File: src/hdl/assert_macros.svh
// ----------------------------------------------------------------------------
// Assertion macros
// Clocked assertion helpers shared by the square root modules. Each module
// that uses them has ports named clk and rst_n.
// ----------------------------------------------------------------------------
`ifndef ASSERT_MACROS_SVH
`define ASSERT_MACROS_SVH

`ifndef NO_ASSERTIONS

// The property must hold at every rising edge outside reset.
`define ASSERT_CLK(label, prop, msg) \
    label: assert property (@(posedge clk) disable iff (!rst_n) (prop)) \
        else $error(msg);

// The expression must never be true at a rising edge outside reset.
`define ASSERT_NEVER(label, expr, msg) \
    label: assert property (@(posedge clk) disable iff (!rst_n) !(expr)) \
        else $error(msg);

`else

`define ASSERT_CLK(label, prop, msg)
`define ASSERT_NEVER(label, expr, msg)

`endif

`endif

File: src/hdl/fpsqrt_pkg.sv
// ----------------------------------------------------------------------------
// Fixed-point square root package
// Field widths, default configuration, sequencer states and the control
// word that the sequencer broadcasts to the cell row.
// ----------------------------------------------------------------------------
package fpsqrt_pkg;

    localparam int RADICAND_W    = 63;
    localparam int ROOT_INT_W    = 32;
    localparam int FRAC_FIELD_W  = 16;
    localparam int FRAC_BITS_DEF = 16;

    typedef enum logic [1:0] {
        ST_IDLE,
        ST_RUN,
        ST_DONE
    } sqrt_state_t;

    typedef struct packed {
        logic load;
        logic step;
    } cell_ctrl_t;

endpackage

File: src/hdl/fpsqrt_cell.sv
// ----------------------------------------------------------------------------
// Square root bit cell
// One bit slice of the remainder and root registers plus one stored radicand
// digit. A borrow ripples through the row to compare the shifted remainder
// against the trial value; the shared decision then picks the new remainder.
// ----------------------------------------------------------------------------
module fpsqrt_cell (
    input  logic                   clk,
    input  fpsqrt_pkg::cell_ctrl_t ctrl,
    input  logic                   q,
    input  logic [1:0]             load_digit,
    input  logic [1:0]             digit_in,
    input  logic                   rem4_bit,
    input  logic                   trial_bit,
    input  logic                   root_in,
    input  logic                   borrow_in,
    output logic                   rem_bit,
    output logic                   root_bit,
    output logic [1:0]             digit,
    output logic                   borrow_out
);

    logic       rem_reg;
    logic       rem_next;
    logic       root_reg;
    logic [1:0] digit_reg;
    logic       diff;

    assign diff       = rem4_bit ^ trial_bit ^ borrow_in;
    assign borrow_out = (~rem4_bit & trial_bit) | (~(rem4_bit ^ trial_bit) & borrow_in);

    // Keep the difference only when the whole row produced no borrow.
    assign rem_next = q ? diff : rem4_bit;

    always_ff @(posedge clk)
    begin
        if (ctrl.load)
        begin
            rem_reg   <= 1'b0;
            root_reg  <= 1'b0;
            digit_reg <= load_digit;
        end
        else if (ctrl.step)
        begin
            rem_reg   <= rem_next;
            root_reg  <= root_in;
            digit_reg <= digit_in;
        end
    end

    assign rem_bit  = rem_reg;
    assign root_bit = root_reg;
    assign digit    = digit_reg;

endmodule

File: src/hdl/fpsqrt_ctrl.sv
// ----------------------------------------------------------------------------
// Square root sequencer
// Loads the cell row on an accepted word, steps it once per root bit and
// raises done for one cycle when the last bit has settled.
// ----------------------------------------------------------------------------
`include "assert_macros.svh"

module fpsqrt_ctrl #(
    parameter int ROOT_BITS = fpsqrt_pkg::ROOT_INT_W + fpsqrt_pkg::FRAC_BITS_DEF
) (
    input  logic                   clk,
    input  logic                   rst_n,
    input  logic                   start,
    output logic                   busy,
    output logic                   done,
    output fpsqrt_pkg::cell_ctrl_t ctrl
);

    localparam int               CNT_W = $clog2(ROOT_BITS);
    localparam logic [CNT_W-1:0] LAST  = CNT_W'(ROOT_BITS - 1);

    fpsqrt_pkg::sqrt_state_t state_reg;
    fpsqrt_pkg::sqrt_state_t state_next;
    logic [CNT_W-1:0]        cnt_reg;
    logic [CNT_W-1:0]        cnt_next;

    always_ff @(posedge clk or negedge rst_n)
    begin
        if (!rst_n)
        begin
            state_reg <= fpsqrt_pkg::ST_IDLE;
            cnt_reg   <= '0;
        end
        else
        begin
            state_reg <= state_next;
            cnt_reg   <= cnt_next;
        end
    end

    always_comb
    begin
        state_next = state_reg;
        cnt_next   = cnt_reg;
        unique case (state_reg)
            fpsqrt_pkg::ST_IDLE,
            fpsqrt_pkg::ST_DONE:
            begin
                if (start)
                begin
                    state_next = fpsqrt_pkg::ST_RUN;
                    cnt_next   = '0;
                end
                else
                begin
                    state_next = fpsqrt_pkg::ST_IDLE;
                end
            end
            fpsqrt_pkg::ST_RUN:
            begin
                cnt_next = cnt_reg + CNT_W'(1);
                if (cnt_reg == LAST)
                begin
                    state_next = fpsqrt_pkg::ST_DONE;
                end
            end
            default:
            begin
                state_next = fpsqrt_pkg::ST_IDLE;
            end
        endcase
    end

    always_comb
    begin
        busy      = 1'b0;
        done      = 1'b0;
        ctrl.step = 1'b0;
        unique case (state_reg)
            fpsqrt_pkg::ST_IDLE: ;
            fpsqrt_pkg::ST_RUN:
            begin
                busy      = 1'b1;
                ctrl.step = 1'b1;
            end
            fpsqrt_pkg::ST_DONE:
            begin
                done = 1'b1;
            end
            default: ;
        endcase
        ctrl.load = start && !busy;
    end

    `ASSERT_CLK(a_accept_starts_run, start && !busy |=> busy && cnt_reg == '0, "no run")
    `ASSERT_CLK(a_done_after_last_bit, done |-> $past(busy) && $past(cnt_reg) == LAST, "short run")
    `ASSERT_NEVER(a_load_during_step, ctrl.load && ctrl.step, "cell row loaded while stepping")

endmodule

File: src/hdl/fixed_point_square_root.sv
// The result strobes on done once the cell row has settled all ROOT_BITS root bits,
// ROOT_BITS = 32 + FRAC_BITS. A new word is taken only after the last one is through;
// it may start while done is high. The cell row settles one root bit per clock.
// Reset clears the sequencer only: busy and done go low; the result ports are
// meaningful only while done is high, and the receiver cannot stall them.
// ----------------------------------------------------------------------------
// Fixed-point square root
// Digit-by-digit square root of a 63-bit radicand scaled by 4^FRAC_BITS, built
// as a row of bit cells that shift the remainder, root and radicand digits.
// ----------------------------------------------------------------------------
`include "assert_macros.svh"

module fixed_point_square_root #(
    parameter int FRAC_BITS = fpsqrt_pkg::FRAC_BITS_DEF
) (
    input  logic                                clk,
    input  logic                                rst_n,
    input  logic                                start,
    output logic                                busy,
    input  logic [fpsqrt_pkg::RADICAND_W-1:0]   radicand,
    output logic                                done,
    output logic [fpsqrt_pkg::ROOT_INT_W-1:0]   root_integer,
    output logic [fpsqrt_pkg::FRAC_FIELD_W-1:0] root_fraction
);

    localparam int RW = fpsqrt_pkg::ROOT_INT_W + FRAC_BITS;
    localparam int FW = fpsqrt_pkg::FRAC_FIELD_W;
    // The remainder stays below 2 * root + 1, so two guard cells above the
    // root plus one for the shifted compare are enough.
    localparam int N  = RW + 3;
    localparam logic [FW-1:0] FRAC_MASK =
        (FRAC_BITS >= FW) ? {FW{1'b1}} : FW'((64'd1 << FRAC_BITS) - 64'd1);

    fpsqrt_pkg::cell_ctrl_t ctrl;
    logic                   q;
    logic [2*RW-1:0]        padded;
    logic [N-1:0]           rem_vec;
    logic [N-1:0]           root_vec;
    logic [N-1:0]           borrow_vec;
    logic [1:0]             digit_vec [N];
    logic [1:0]             top_digit;

    fpsqrt_ctrl #(
        .ROOT_BITS (RW)
    ) u_ctrl (
        .clk   (clk),
        .rst_n (rst_n),
        .start (start),
        .busy  (busy),
        .done  (done),
        .ctrl  (ctrl)
    );

    assign padded    = (2*RW)'(radicand) << (2*FRAC_BITS);
    assign top_digit = digit_vec[N-1];
    assign q         = ~borrow_vec[N-1];

    for (genvar i = 0; i < N; i++)
    begin : g_cell
        logic [1:0] load_digit;
        logic [1:0] digit_in;
        logic       rem4_bit;
        logic       trial_bit;
        logic       root_in;
        logic       borrow_in;

        if (i >= 3)
        begin : g_ld
            assign load_digit = padded[2*(i-3) +: 2];
        end
        else
        begin : g_ld0
            assign load_digit = 2'b00;
        end

        if (i >= 2)
        begin : g_hi
            assign rem4_bit  = rem_vec[i-2];
            assign trial_bit = root_vec[i-2];
        end
        else
        begin : g_lo
            assign rem4_bit  = top_digit[i];
            assign trial_bit = (i == 0);
        end

        if (i >= 1)
        begin : g_chain
            assign root_in   = root_vec[i-1];
            assign digit_in  = digit_vec[i-1];
            assign borrow_in = borrow_vec[i-1];
        end
        else
        begin : g_first
            assign root_in   = q;
            assign digit_in  = 2'b00;
            assign borrow_in = 1'b0;
        end

        fpsqrt_cell u_cell (
            .clk        (clk),
            .ctrl       (ctrl),
            .q          (q),
            .load_digit (load_digit),
            .digit_in   (digit_in),
            .rem4_bit   (rem4_bit),
            .trial_bit  (trial_bit),
            .root_in    (root_in),
            .borrow_in  (borrow_in),
            .rem_bit    (rem_vec[i]),
            .root_bit   (root_vec[i]),
            .digit      (digit_vec[i]),
            .borrow_out (borrow_vec[i])
        );
    end

    assign root_integer  = root_vec[RW-1 -: fpsqrt_pkg::ROOT_INT_W];
    assign root_fraction = root_vec[FW-1:0] & FRAC_MASK;

    `ASSERT_CLK(a_root_in_range, done |-> root_integer <= 32'd3037000499, "root out of range")
    `ASSERT_CLK(a_guard_bits_clear, done |-> rem_vec[N-1:N-2] == '0 && root_vec[N-1:RW] == '0, "guard set")

endmodule

File: config.mk
export PLATFORM = sky130hd
export DESIGN_NAME = fixed_point_square_root
export DESIGN_NICKNAME = d
export VERILOG_FILES = /design/src/hdl/fpsqrt_pkg.sv /design/src/hdl/fpsqrt_cell.sv /design/src/hdl/fpsqrt_ctrl.sv /design/src/hdl/fixed_point_square_root.sv
export VERILOG_INCLUDE_DIRS = /design/src /design/src/hdl
export SDC_FILE = /design/constraint.sdc
export NUM_CORES = 1
export LEC_CHECK = 0
export BUFFER_PORTS_ARGS = -buffer_cell sky130_fd_sc_hd__buf_2
export CAP_MARGIN = 20
export CORE_MARGIN = 5
export CORE_UTILIZATION = 40
export CTS_CLUSTER_SIZE = 30
export DETAILED_ROUTE_END_ITERATION = 12
export PLACE_DENSITY = 0.65
export SYNTH_ARGS = -nofsm -noshare
export SYNTH_HDL_FRONTEND = slang
export SYNTH_SLANG_ARGS = --single-unit
File: constraint.sdc
create_clock -name clk -period 51.8 [get_ports clk]
set_input_delay 5.18 -clock clk [delete_from_list [all_inputs] [get_ports clk]]
set_output_delay 5.18 -clock clk [all_outputs]
set_load 0.01 [all_outputs]
==> results.md <==
* WP data required at 52060 ps
* Measured slew at the worst slew-check pin at 1130 ps
* Crit path max-delay cell type: buf_4
* CP Data Arrival Time at 23120 ps
* Max-cap violation count at 0
* Hold path start: g_cell[49].u_cell.digit[1]
* CORE AREA at 21200 um2
* DRC at 0
* Number of synthesis warnings at 0
* Die area at 24600 um2
* Fin. max-slew vios at 0
* Worst hold-check path type: reg -> reg
* Worst Setup SP: g_cell[50].u_cell.digit[0]
* Vias post-DR at 5687
* CTS tree: yes
* Fin crit share at 0.441
* WHS at 471 ps
* Clock root cell: clkbuf_16
* Post-route ant nets at 0
* Final worst path period need at 22860 ps
* DP HPWL at 11100 um
* H-tree levels at 4
* Worst vdd ir at 0.0000275 V
* Power per cell area at 28.3 nW/um2
* Initial antenna violation count at 0
* Synth area leaders: dfxtp_1 (23%), edfxtp_1 (22%), fa_1 (11%), mux2_2 (7.9%), a31o_2 (4.9%)
* Max FFs per register at 64
* Starting DRT DRC Count at 430
* Clk sinks at 170
* Final Hold Viols at 0
* Sequential element share of the synthesized area at 0.471
* Drt total wl at 17600 um
* Final setup TNS at 0 ps
* Post-synth top area share at 0.229
* Unrepaired setup endpoints after global routing: no
* Synth cell count leaders: nand2_1 (104), dfxtp_1 (99), edfxtp_1 (63)
* Die height at 157 um
* Critical path class: reg -> reg
* Yosys reg bits at 170
* PortBufs at 115
* Synth Area per Inst at 11.2 um2
* Asr flop ratio synth at 0.0471
* Synthesized Nets at 888
* Vias per cell at 5.21
* GR Util All Layers at 0.143
* Cell area after synthesis at 8640 um2
* # IOs at 116
* Cts hold-fix bufs at 0
* First-pass GRT wire length at 28800 um
* Slew headroom at 0.245
* Initial core utilization at 0.408
* GPL Wtd Cong at 0.731
* Avg WL per Cell at 16.1 um
* Area delta synth->final at 10.5%
* Most Frequent Cell on Critical Path: fa_1
* Critical path launch point type: register
* Vias in the first global route at 5581
* Fmax achieved at 43.7 MHz
* Mapped Cells at 771
* Number of nets in the layout at 921
* Post-synth EDFFs at 63
* Chip width at 157 um
* DRT Pass-1 Iters at 4
* Run status: finished, final reports clean
* CTS max path bufs at 2
* Clock transition at path regs at 60 ps
* Row cnt at 53
* # diodes at 0
* Clock latency on the worst-skew pair at 420 ps
* Final global-route overflow total at 0
* R2r startpoint: g_cell[50].u_cell.digit[0]
* # Post-CTS Setup Buffers at 0
* Cts repair resizes at 0
* CP max FO at 62
* Top FF cell, synth: dfxtp_1
* Critical Path End Type: register
* Largest net degree at the start of global routing at 105
* Ratio of cells with drive above 1 in the final layout at 0.328
* Leak Pwr at 3.89 nW
* Filler cell count at 1976
* CTS Buf Count at 17
* Yosys top cell by area: dfxtp_1
* Worst path max stage delay at 630 ps
* Synth unique cells at 37
* Clock skew at 9.24 ps
* Most common cell in the netlist: nand2_1
* Final setup violation count at 0
[per-layer routing]
| layer | GRT usage | share of wire | vias to the layer above |
|---|---|---|---|
| li1 | - | - | 2761 |
| met1 | 0.212 | 0.48 | 2772 |
| met2 | 0.215 | 0.45 | 144 |
| met3 | 0.0302 | 0.058 | 10 |
| met4 | 0.0368 | 0.0084 | 0 |
| met5 | 0 | 0 | - |
[worst max-delay path, delay by kind of cell, from the launching register on]
kind / cells / cell delay [ps]
simple gates: 1 / 490
compound gates: 2 / 330
buf+inv: 2 / 690
fa+ha+maj: 48 / 20810
flops: 1 / 330
[placed cells by master, fill, tap and decap left out, types with 2 or more instances in the layout]
cell type,synthesis,layout
o31ai_1,2,2
clkbuf_16,0,17
nand4_1,2,2
edfxtp_1,63,63
fa_1,47,47
o32ai_1,48,48
inv_6,0,4
dfrtp_1,8,8
inv_1,51,51
o21ai_0,3,3
nand2_1,104,104
mux2_2,61,61
nand3_1,4,4
a21oi_1,51,51
and3_1,2,2
a31o_2,48,48
buf_4,51,7
ha_1,4,4
nand3b_1,49,49
dfxtp_1,99,99
buf_2,27,115
clkinvlp_4,0,4
clkinv_4,0,5
[power by group]
part	internal (mW)	switching [mW]	total, mW
clock	0.0668	0.0547	0.122
sequential	0.139	0	0.139
combinational	0.00505	0.00464	0.00969
[final timing paths]
path / end / slack, ps / depth (start not counted)
hold / removal: g_cell[50].u_cell.digit[1] / 470 / 2
hold reg to reg: g_cell[50].u_cell.digit[1] / 470 / 2
setup / recovery: g_cell[36].u_cell.rem_bit / 28940 / 53
min in group asynchronous: u_ctrl.cnt_reg[3] / 4590 / 1
max in group asynchronous: u_ctrl.cnt_reg[2] / 47040 / 1
setup reg to reg: g_cell[36].u_cell.rem_bit / 28940 / 53
[kinds of logic (layout without fill, tap and decap cells)]
family / count (synthesis) / after routing / synth area share
mux: 62 / 62 / 0.0807
compound gates: 157 / 157 / 0.136
flops: 170 / 170 / 0.471
simple gates: 171 / 171 / 0.102
fa+ha+maj: 51 / 51 / 0.115
buf+inv: 160 / 205 / 0.0956
[stage by stage]
stage | worst slack (ps) | util | instance area (um2) | std cells | total power [mW]
global placement | 29140 | 0.425 | 8990 | 1060 | 0.152
CTS | 28870 | 0.451 | 9550 | 1091 | 0.275
floorplan | 30420 | - | 8640 | 771 | 0.148
detailed placement | 28920 | 0.425 | 8990 | 1060 | 0.152
finish | 28940 | 0.451 | 9550 | 1091 | 0.270
global route | 28020 | 0.451 | 9550 | 1091 | 0.281
[area by class of cell]
cell class	count	area (um2)	area share
Clock inverter	14	139	0.0145
Multi-Input combinational cell	441	3740	0.392
Timing Repair Buffer	122	628	0.0658
Tap cell	275	344	0.0360
Inverter	52	196	0.0206
Clock buffer	17	425	0.0445
Sequential cell	170	4070	0.427
Power figures use the tool's default switching activity.
